===== config.mk =====
export PLATFORM = sky130hd
export DESIGN_NAME = positional_list_engine_unit
export DESIGN_NICKNAME = d
export VERILOG_FILES = /design/src/sv/ple_pkg.sv /design/src/sv/ple_ram.sv /design/src/sv/positional_list_engine_unit.sv
export SDC_FILE = /design/constraint.sdc
export NUM_CORES = 2
export LEC_CHECK = 0
export BUFFER_PORTS_ARGS = -buffer_cell sky130_fd_sc_hd__buf_2
export CAP_MARGIN = 30
export CORE_UTILIZATION = 65
export DETAILED_ROUTE_END_ITERATION = 10
export PLACE_DENSITY = 0.85
export SLEW_MARGIN = 10
export SYNTH_ARGS = -nofsm -noshare
export SYNTH_HDL_FRONTEND = slang
export SYNTH_HIERARCHICAL = 1
export SYNTH_SLANG_ARGS = --single-unit

===== constraint.sdc =====
create_clock -name clk -period 12.3 [get_ports clk]
set_clock_uncertainty 0.1 [all_clocks]
set_input_delay 2.46 -clock clk [delete_from_list [all_inputs] [get_ports clk]]
set_output_delay 2.46 -clock clk [all_outputs]
set_load 0.05 [all_outputs]

===== src/sv/ple_pkg.sv =====
`default_nettype none

package ple_pkg;

    // default sizing of the store
    localparam int CAPACITY_DEF   = 64;
    localparam int DATA_WIDTH_DEF = 32;

    // fixed field widths of the request and result words
    localparam int OP_W     = 3;
    localparam int POS_W    = 7;
    localparam int VALUE_W  = 32;
    localparam int STATUS_W = 2;

    // request codes
    localparam logic [OP_W-1:0] OP_APPEND  = 3'd0;
    localparam logic [OP_W-1:0] OP_INSERT  = 3'd1;
    localparam logic [OP_W-1:0] OP_REPLACE = 3'd2;
    localparam logic [OP_W-1:0] OP_REMOVE  = 3'd3;
    localparam logic [OP_W-1:0] OP_READ    = 3'd4;
    localparam logic [OP_W-1:0] OP_FIND    = 3'd5;

    // status codes
    localparam logic [STATUS_W-1:0] ST_OK       = 2'd0;
    localparam logic [STATUS_W-1:0] ST_BADPOS   = 2'd1;
    localparam logic [STATUS_W-1:0] ST_FULL     = 2'd2;
    localparam logic [STATUS_W-1:0] ST_NOTFOUND = 2'd3;

    typedef struct packed {
        logic [OP_W-1:0]    op;
        logic [POS_W-1:0]   position;
        logic [VALUE_W-1:0] value;
    } req_t;

    typedef struct packed {
        logic [STATUS_W-1:0] status;
        logic [POS_W-1:0]    index;
        logic [VALUE_W-1:0]  old_value;
        logic [POS_W-1:0]    count;
    } rsp_t;

endpackage

`default_nettype wire


===== src/sv/ple_ram.sv =====
`default_nettype none

module ple_ram #(
    parameter int DEPTH = ple_pkg::CAPACITY_DEF,
    parameter int WIDTH = ple_pkg::DATA_WIDTH_DEF
) (
    input  wire logic                     clk,
    input  wire logic                     we,
    input  wire logic [$clog2(DEPTH)-1:0] waddr,
    input  wire logic [WIDTH-1:0]         wdata,
    input  wire logic [$clog2(DEPTH)-1:0] raddr,
    output logic      [WIDTH-1:0]         rdata
);

    logic [WIDTH-1:0] mem [DEPTH];

    // write one word
    always_ff @(posedge clk)
    begin
        if (we)
        begin
            mem[waddr] <= wdata;
        end
    end

    // register the read word
    always_ff @(posedge clk)
    begin
        rdata <= mem[raddr];
    end

endmodule

`default_nettype wire


===== src/sv/positional_list_engine_unit.sv =====
`default_nettype none

// Channel   | Ports                 | Handshake
// ----------+-----------------------+-------------------------------------------
// request   | start, busy, req      | word taken at edge with start && !busy
// result    | done, rsp             | word valid for one cycle while done is high
//
// Bad position, full store and unused codes: result in the cycle after accept.
// Read and replace fetch the entry at position. Insert shifts the entries
// from position on one place up (nothing moves for append); remove shifts
// the later entries one place down; find scans from the front to a match.
// The entry memory has one read and one write port: one shift or one
// compare per cycle under the sequencer. Reset clears the count and control
// state; entries are never cleared. The receiver cannot stall; busy holds
// off new requests.

module positional_list_engine_unit #(
    parameter int CAPACITY   = ple_pkg::CAPACITY_DEF,
    parameter int DATA_WIDTH = ple_pkg::DATA_WIDTH_DEF
) (
    input  wire logic         clk,
    input  wire logic         rst_n,
    input  wire logic         start,
    output logic              busy,
    input  wire ple_pkg::req_t req,
    output logic              done,
    output ple_pkg::rsp_t     rsp
);

    localparam int AW = $clog2(CAPACITY);
    localparam int CW = $clog2(CAPACITY + 1);
    localparam int PW = (CW > ple_pkg::POS_W) ? CW : ple_pkg::POS_W;

    localparam logic [2:0] S_IDLE     = 3'd0;
    localparam logic [2:0] S_SHIFT_UP = 3'd1;
    localparam logic [2:0] S_FETCH    = 3'd2;
    localparam logic [2:0] S_GRAB     = 3'd3;
    localparam logic [2:0] S_SHIFT_DN = 3'd4;
    localparam logic [2:0] S_FIND     = 3'd5;

    logic [2:0]                state_reg, state_next;
    logic [CW-1:0]             count_reg, count_next;
    logic [CW-1:0]             ptr_reg, ptr_next;
    logic                      pend_reg, pend_next;
    logic [AW-1:0]             wa_reg, wa_next;
    logic [CW-1:0]             pos_reg, pos_next;
    logic [ple_pkg::OP_W-1:0]  op_reg, op_next;
    logic [DATA_WIDTH-1:0]     word_reg, word_next;
    logic [DATA_WIDTH-1:0]     old_reg, old_next;
    logic                      done_reg, done_next;
    ple_pkg::rsp_t             rsp_reg, rsp_next;

    logic                      mem_we;
    logic [AW-1:0]             mem_waddr;
    logic [DATA_WIDTH-1:0]     mem_wdata;
    logic [AW-1:0]             mem_raddr;
    logic [DATA_WIDTH-1:0]     mem_rdata;

    logic [CW-1:0]             ptr_step;
    logic                      word_hit;
    logic [PW-1:0]             pos_ext;
    logic [PW-1:0]             cnt_ext;

    ple_ram #(
        .DEPTH (CAPACITY),
        .WIDTH (DATA_WIDTH)
    ) u_ram (
        .clk   (clk),
        .we    (mem_we),
        .waddr (mem_waddr),
        .wdata (mem_wdata),
        .raddr (mem_raddr),
        .rdata (mem_rdata)
    );

    // shared pointer step and word compare
    assign ptr_step = (state_reg == S_SHIFT_UP) ? (ptr_reg - 1'b1) : (ptr_reg + 1'b1);
    assign word_hit = (mem_rdata == word_reg);
    assign pos_ext  = PW'(req.position);
    assign cnt_ext  = PW'(count_reg);

    // sequence one request
    always_comb
    begin
        state_next = state_reg;
        count_next = count_reg;
        ptr_next   = ptr_reg;
        pend_next  = pend_reg;
        wa_next    = wa_reg;
        pos_next   = pos_reg;
        op_next    = op_reg;
        word_next  = word_reg;
        old_next   = old_reg;
        done_next  = 1'b0;
        rsp_next   = rsp_reg;
        mem_we     = 1'b0;
        mem_waddr  = wa_reg;
        mem_wdata  = mem_rdata;
        mem_raddr  = ptr_reg[AW-1:0];

        unique case (state_reg)
            S_IDLE:
            begin
                if (start)
                begin
                    op_next   = req.op;
                    word_next = DATA_WIDTH'(req.value);
                    pos_next  = pos_ext[CW-1:0];
                    ptr_next  = '0;
                    pend_next = 1'b0;
                    rsp_next  = '0;
                    if (req.op == ple_pkg::OP_APPEND || req.op == ple_pkg::OP_INSERT)
                    begin
                        if (req.op == ple_pkg::OP_INSERT && pos_ext > cnt_ext)
                        begin
                            done_next       = 1'b1;
                            rsp_next.status = ple_pkg::ST_BADPOS;
                        end
                        else if (count_reg == CW'(CAPACITY))
                        begin
                            done_next       = 1'b1;
                            rsp_next.status = ple_pkg::ST_FULL;
                        end
                        else
                        begin
                            if (req.op == ple_pkg::OP_APPEND)
                            begin
                                pos_next = count_reg;
                            end
                            ptr_next   = count_reg;
                            state_next = S_SHIFT_UP;
                        end
                    end
                    else if (req.op == ple_pkg::OP_REPLACE || req.op == ple_pkg::OP_REMOVE ||
                             req.op == ple_pkg::OP_READ)
                    begin
                        if (pos_ext >= cnt_ext)
                        begin
                            done_next       = 1'b1;
                            rsp_next.status = ple_pkg::ST_BADPOS;
                        end
                        else
                        begin
                            state_next = S_FETCH;
                        end
                    end
                    else if (req.op == ple_pkg::OP_FIND)
                    begin
                        state_next = S_FIND;
                    end
                    else
                    begin
                        done_next       = 1'b1;
                        rsp_next.status = ple_pkg::ST_OK;
                    end
                end
            end

            S_SHIFT_UP:
            begin
                // drain the word read last cycle one place up
                if (pend_reg)
                begin
                    mem_we    = 1'b1;
                    mem_waddr = wa_reg;
                    mem_wdata = mem_rdata;
                end
                if (ptr_reg > pos_reg)
                begin
                    mem_raddr = ptr_step[AW-1:0];
                    pend_next = 1'b1;
                    wa_next   = ptr_reg[AW-1:0];
                    ptr_next  = ptr_step;
                end
                else if (pend_reg)
                begin
                    pend_next = 1'b0;
                end
                else
                begin
                    mem_we          = 1'b1;
                    mem_waddr       = pos_reg[AW-1:0];
                    mem_wdata       = word_reg;
                    count_next      = count_reg + 1'b1;
                    done_next       = 1'b1;
                    rsp_next.status = ple_pkg::ST_OK;
                    rsp_next.index  = ple_pkg::POS_W'(pos_reg);
                    state_next      = S_IDLE;
                end
            end

            S_FETCH:
            begin
                mem_raddr  = pos_reg[AW-1:0];
                state_next = S_GRAB;
            end

            S_GRAB:
            begin
                old_next = mem_rdata;
                ptr_next = pos_reg;
                if (op_reg == ple_pkg::OP_REMOVE)
                begin
                    state_next = S_SHIFT_DN;
                end
                else
                begin
                    if (op_reg == ple_pkg::OP_REPLACE)
                    begin
                        mem_we    = 1'b1;
                        mem_waddr = pos_reg[AW-1:0];
                        mem_wdata = word_reg;
                    end
                    done_next          = 1'b1;
                    rsp_next.status    = ple_pkg::ST_OK;
                    rsp_next.old_value = ple_pkg::VALUE_W'(mem_rdata);
                    state_next         = S_IDLE;
                end
            end

            S_SHIFT_DN:
            begin
                // drain the word read last cycle one place down
                if (pend_reg)
                begin
                    mem_we    = 1'b1;
                    mem_waddr = wa_reg;
                    mem_wdata = mem_rdata;
                end
                if (ptr_step < count_reg)
                begin
                    mem_raddr = ptr_step[AW-1:0];
                    pend_next = 1'b1;
                    wa_next   = ptr_reg[AW-1:0];
                    ptr_next  = ptr_step;
                end
                else if (pend_reg)
                begin
                    pend_next = 1'b0;
                end
                else
                begin
                    count_next         = count_reg - 1'b1;
                    done_next          = 1'b1;
                    rsp_next.status    = ple_pkg::ST_OK;
                    rsp_next.old_value = ple_pkg::VALUE_W'(old_reg);
                    state_next         = S_IDLE;
                end
            end

            S_FIND:
            begin
                // compare the word read last cycle, then advance
                if (pend_reg && word_hit)
                begin
                    done_next       = 1'b1;
                    rsp_next.status = ple_pkg::ST_OK;
                    rsp_next.index  = ple_pkg::POS_W'(wa_reg);
                    state_next      = S_IDLE;
                end
                else if (ptr_reg < count_reg)
                begin
                    mem_raddr = ptr_reg[AW-1:0];
                    pend_next = 1'b1;
                    wa_next   = ptr_reg[AW-1:0];
                    ptr_next  = ptr_step;
                end
                else if (pend_reg)
                begin
                    pend_next = 1'b0;
                end
                else
                begin
                    done_next       = 1'b1;
                    rsp_next.status = ple_pkg::ST_NOTFOUND;
                    state_next      = S_IDLE;
                end
            end

            default:
            begin
                state_next = S_IDLE;
            end
        endcase

        if (done_next)
        begin
            rsp_next.count = ple_pkg::POS_W'(count_next);
        end
    end

    // hold control state
    always_ff @(posedge clk or negedge rst_n)
    begin
        if (!rst_n)
        begin
            state_reg <= S_IDLE;
            count_reg <= '0;
            pend_reg  <= 1'b0;
            done_reg  <= 1'b0;
        end
        else
        begin
            state_reg <= state_next;
            count_reg <= count_next;
            pend_reg  <= pend_next;
            done_reg  <= done_next;
        end
    end

    // hold the working payload
    always_ff @(posedge clk)
    begin
        ptr_reg  <= ptr_next;
        wa_reg   <= wa_next;
        pos_reg  <= pos_next;
        op_reg   <= op_next;
        word_reg <= word_next;
        old_reg  <= old_next;
        rsp_reg  <= rsp_next;
    end

    assign busy = (state_reg != S_IDLE);
    assign done = done_reg;
    assign rsp  = rsp_reg;

    a_count_range: assert property (@(posedge clk) disable iff (!rst_n)
        count_reg <= CW'(CAPACITY))
        else $error("entry count beyond capacity");

    a_count_moves_with_result: assert property (@(posedge clk) disable iff (!rst_n)
        !$stable(count_reg) |-> done_reg)
        else $error("entry count changed without a result");

    a_full_only_at_capacity: assert property (@(posedge clk) disable iff (!rst_n)
        done_reg && rsp_reg.status == ple_pkg::ST_FULL |-> count_reg == CW'(CAPACITY))
        else $error("full status below capacity");

    a_up_ptr_bound: assert property (@(posedge clk) disable iff (!rst_n)
        state_reg == S_SHIFT_UP |-> ptr_reg <= count_reg && pos_reg <= ptr_reg)
        else $error("insert shift pointer out of range");

    a_dn_ptr_bound: assert property (@(posedge clk) disable iff (!rst_n)
        state_reg == S_SHIFT_DN |-> ptr_reg < count_reg)
        else $error("remove shift pointer out of range");

endmodule

`default_nettype wire

==> metrics <==
yosys warns=6; status=completed; CP required=12,840 ps; Max Clock Freq=112 MHz; # rows=roughly 130; clock root buffer master=clkbuf_16; worst slack, placed=3600 ps; WL/cell=40.8 microns; mux share of post-synthesis cell area=between 10% and 20%; Max Buffers Root-to-Sink=3; Yosys reg bits=between 2k and 2.5k; initial antenna violation count=26; Worst-Margin Slew=1180 ps; Synth Area in Adders=less than 1%; Post-synth ARST share=0.539%; Sink Count=2,227; grt met2 use=slightly below 60%; GR Util met3=13.1%; endpoint class of the critical path=register; Vias=~48k; post-route cell area=between 90,000 and 100,000 sq um; Synth Area in XOR/XNOR=0.435%; Initial Util=65.7%; TritonCTS Buffers=203; first-pass GRT wire length=354,000 microns; Cell variety after synth=80; clk slew on worst S/H paths=60 ps; Fill cells=6,695; vias in the first global route=47.6k; M1 GR Usage=48.1%; DR vias/cell=7.60; RSZ-0062 raised after global routing=no; Post-DP HPWL=131,000 microns; die extent in x=367 microns; number of synthesized flops with an enable pin=2,183; worst skew pair latency=850 ps; mean area per synthesized cell=approximately 21 sq um; Final TNS setup=0 ps; total die area=between 100,000 and 150,000 sq um; CTS tree=built; Yosys top cell by area=edfxtp_1; Mapped Area=86,600 sq um; post-route setup slack=3340 ps; total core area=roughly 130,000 sq um; final setup fails=0; busiest layer in global routing=met2; ys flop type=edfxtp_1; gr ovfl total=0; Slew Limit Fails=0; largest family of logic cells by synthesized area=multiplexers; I/O pin cnt=95; minimum clock period=roughly 9000 ps; Synth Area in Compound Gates=4.09%; setup bufs post-CTS=0; Post-DRT Antenna Nets=0; DRC viols=0; routability cong.=approximately 0.96; Rel. slew slack=21.4%; flip-flop count of the largest register after layout=a little over 2k; HP Class=register to register; Final Hold Vio Count=0; Port Buffers=94; Max-Cap Viols=0; Post-Place Cell Area=89,800 sq um; share of post-route cells with drive strength above 1=24.9%; Global Route Usage Sum=37.9%; first-pass iteration count of the detailed router=6; post-cts sizing count=0; Crit Path Max Fanout=65; hold_buf cts=0; register area share after synthesis=around 77%; 1st-iter DRT viols=9,720; P&R area growth vs syn=11.3%; Mapped Cells=4,103; Simple-Gate Fraction of Synth Area=between 2 and 2.5%; Critical Path AT=9500 ps; syn_nets=roughly 4.2k; critical path class=register to register; total wire length=256,000 microns; largest net degree at the start of global routing=111; ranking of synthesized cells by area=edfxtp_1 (76%), mux4_2 (12%), mux2i_1 (2.2%), a22oi_1 (1.1%), dfxtp_1 (0.74%); Worst setup SP type=register; final worst-path cycle share=72.9%; CTS H-tree depth=4; die height=367 microns; hold slack=437 ps; share of the synthesized area in the top cell type=about three quarters; fin nets=4,413
-- synth_stat cells, drive strengths merged, types with 12 or more instances --
| cell type | number |
|---|---|
| buf | 139 |
| a22oi | 129 |
| nor2b | 24 |
| nand2 | 70 |
| xor2 | 33 |
| a211oi | 23 |
| a22o | 45 |
| o21ai | 51 |
| o211ai | 18 |
| a311o | 12 |
| dfrtp | 12 |
| clkbuf | 86 |
| nor4 | 12 |
| inv | 39 |
| mux2i | 189 |
| dfxtp | 32 |
| nand3 | 54 |
| mux4 | 446 |
| nand2b | 13 |
| o22a | 12 |
| o22ai | 44 |
| nor2 | 115 |
| ha | 33 |
| edfxtp | 2183 |
| nor3 | 15 |
| o221ai | 16 |
| mux2 | 44 |
| a21oi | 54 |
| a31oi | 23 |
-- cell type report --
| type | count | area, sq um | area share (%) |
|---|---|---|---|
| sequential | 2227 | 66500 | 69.0 |
| multi-input combinational | 1611 | 19200 | 19.9 |
| clock buffer | 270 | 5480 | 5.69 |
| tap | 1755 | 2200 | 2.28 |
| timing repair buffer | 251 | 1880 | 1.95 |
| clock inverter | 100 | 1010 | 1.05 |
| inverter | 40 | 171 | 0.178 |
| antenna | 12 | 30.0 | 0.0311 |
-- cells in the final DEF (no fill, tap or decap), drive strengths merged, types with 15 or more instances in the layout --
| cell | instances |
|---|---|
| nand2 | 70 |
| buf | 249 |
| bufinv | 15 |
| o22ai | 44 |
| a31oi | 23 |
| a211oi | 23 |
| nor3 | 15 |
| o21ai | 51 |
| ha | 33 |
| nor2 | 115 |
| xor2 | 33 |
| a22o | 45 |
| nand3 | 54 |
| mux4 | 446 |
| mux2i | 189 |
| clkbuf | 270 |
| o221ai | 16 |
| inv | 47 |
| dfxtp | 32 |
| o211ai | 18 |
| a21oi | 54 |
| nor2b | 24 |
| edfxtp | 2183 |
| mux2 | 44 |
| a22oi | 129 |
| clkinv | 68 |
-- routing by layer --
layer,share of wire [%],wire (microns)
met1,30,76700
met2,46,117000
met3,17,43100
met4,7.1,18100
met5,0.11,273
-- logic make-up after synthesis --
| family | after synthesis |
|---|---|
| AOI/OAI and AO/OA | 486 |
| and+or+nand+nor | 369 |
| buffers and inverters | 265 |
| DFF | 2227 |
| muxes | 679 |
| adders and majority gates | 34 |
| xor gates and xnor gates | 43 |
-- path summary, 6_finish.rpt --
check	start	endpoint	slack [ps]	depth (start not counted)
min	u_ram/rdata[28]$_DFF_P_	old_reg[28]$_DFFE_PP_	440	0
max reg2reg	state_reg[1]$_DFFE_PN0P_	u_ram/rdata[22]$_DFF_P_	3340	24
max in group asynchronous	rst_n	state_reg[2]$_DFFE_PN0P_	10410	1
min in group asynchronous	rst_n	cnt_ext[1]$_DFF_PN0_	1420	1
min reg2reg	u_ram/rdata[28]$_DFF_P_	old_reg[28]$_DFFE_PP_	440	0
max	state_reg[1]$_DFFE_PN0P_	u_ram/rdata[22]$_DFF_P_	3340	24
-- worst max-delay path: stages (launching register included) --
cell      delay (ps)
dfrtp_1          740
nand2b_2         420
clkinv_4         190
fa_1             430
a21o_1           200
a21oi_1          230
nor2b_1           90
or2_0            230
a21oi_1          190
xnor2_1          150
xnor2_1          140
ha_1             260
a21oi_1          150
o21ai_0          100
a21oi_1          510
nand2_1          210
o21ai_1          310
a222oi_1         260
inv_8            410
buf_4            780
buf_4            780
mux4_2           450
a22o_1           260
a221oi_1         820
a221oi_1         190
-- through the flow --
| step | instances | util, % |
|---|---|---|
| 2_1_floorplan | 4103 | - |
| 3_3_place_gp | 5863 | 68.0 |
| 3_5_place_dp | 5878 | 68.2 |
| 4_1_cts | 6248 | 73.1 |
| 5_1_grt | 6259 | 73.2 |
| 6_report | 6266 | 73.2 |
Power is not shown: default switching activity piles up to over one toggle a cycle in this logic, so the estimate is an artifact.
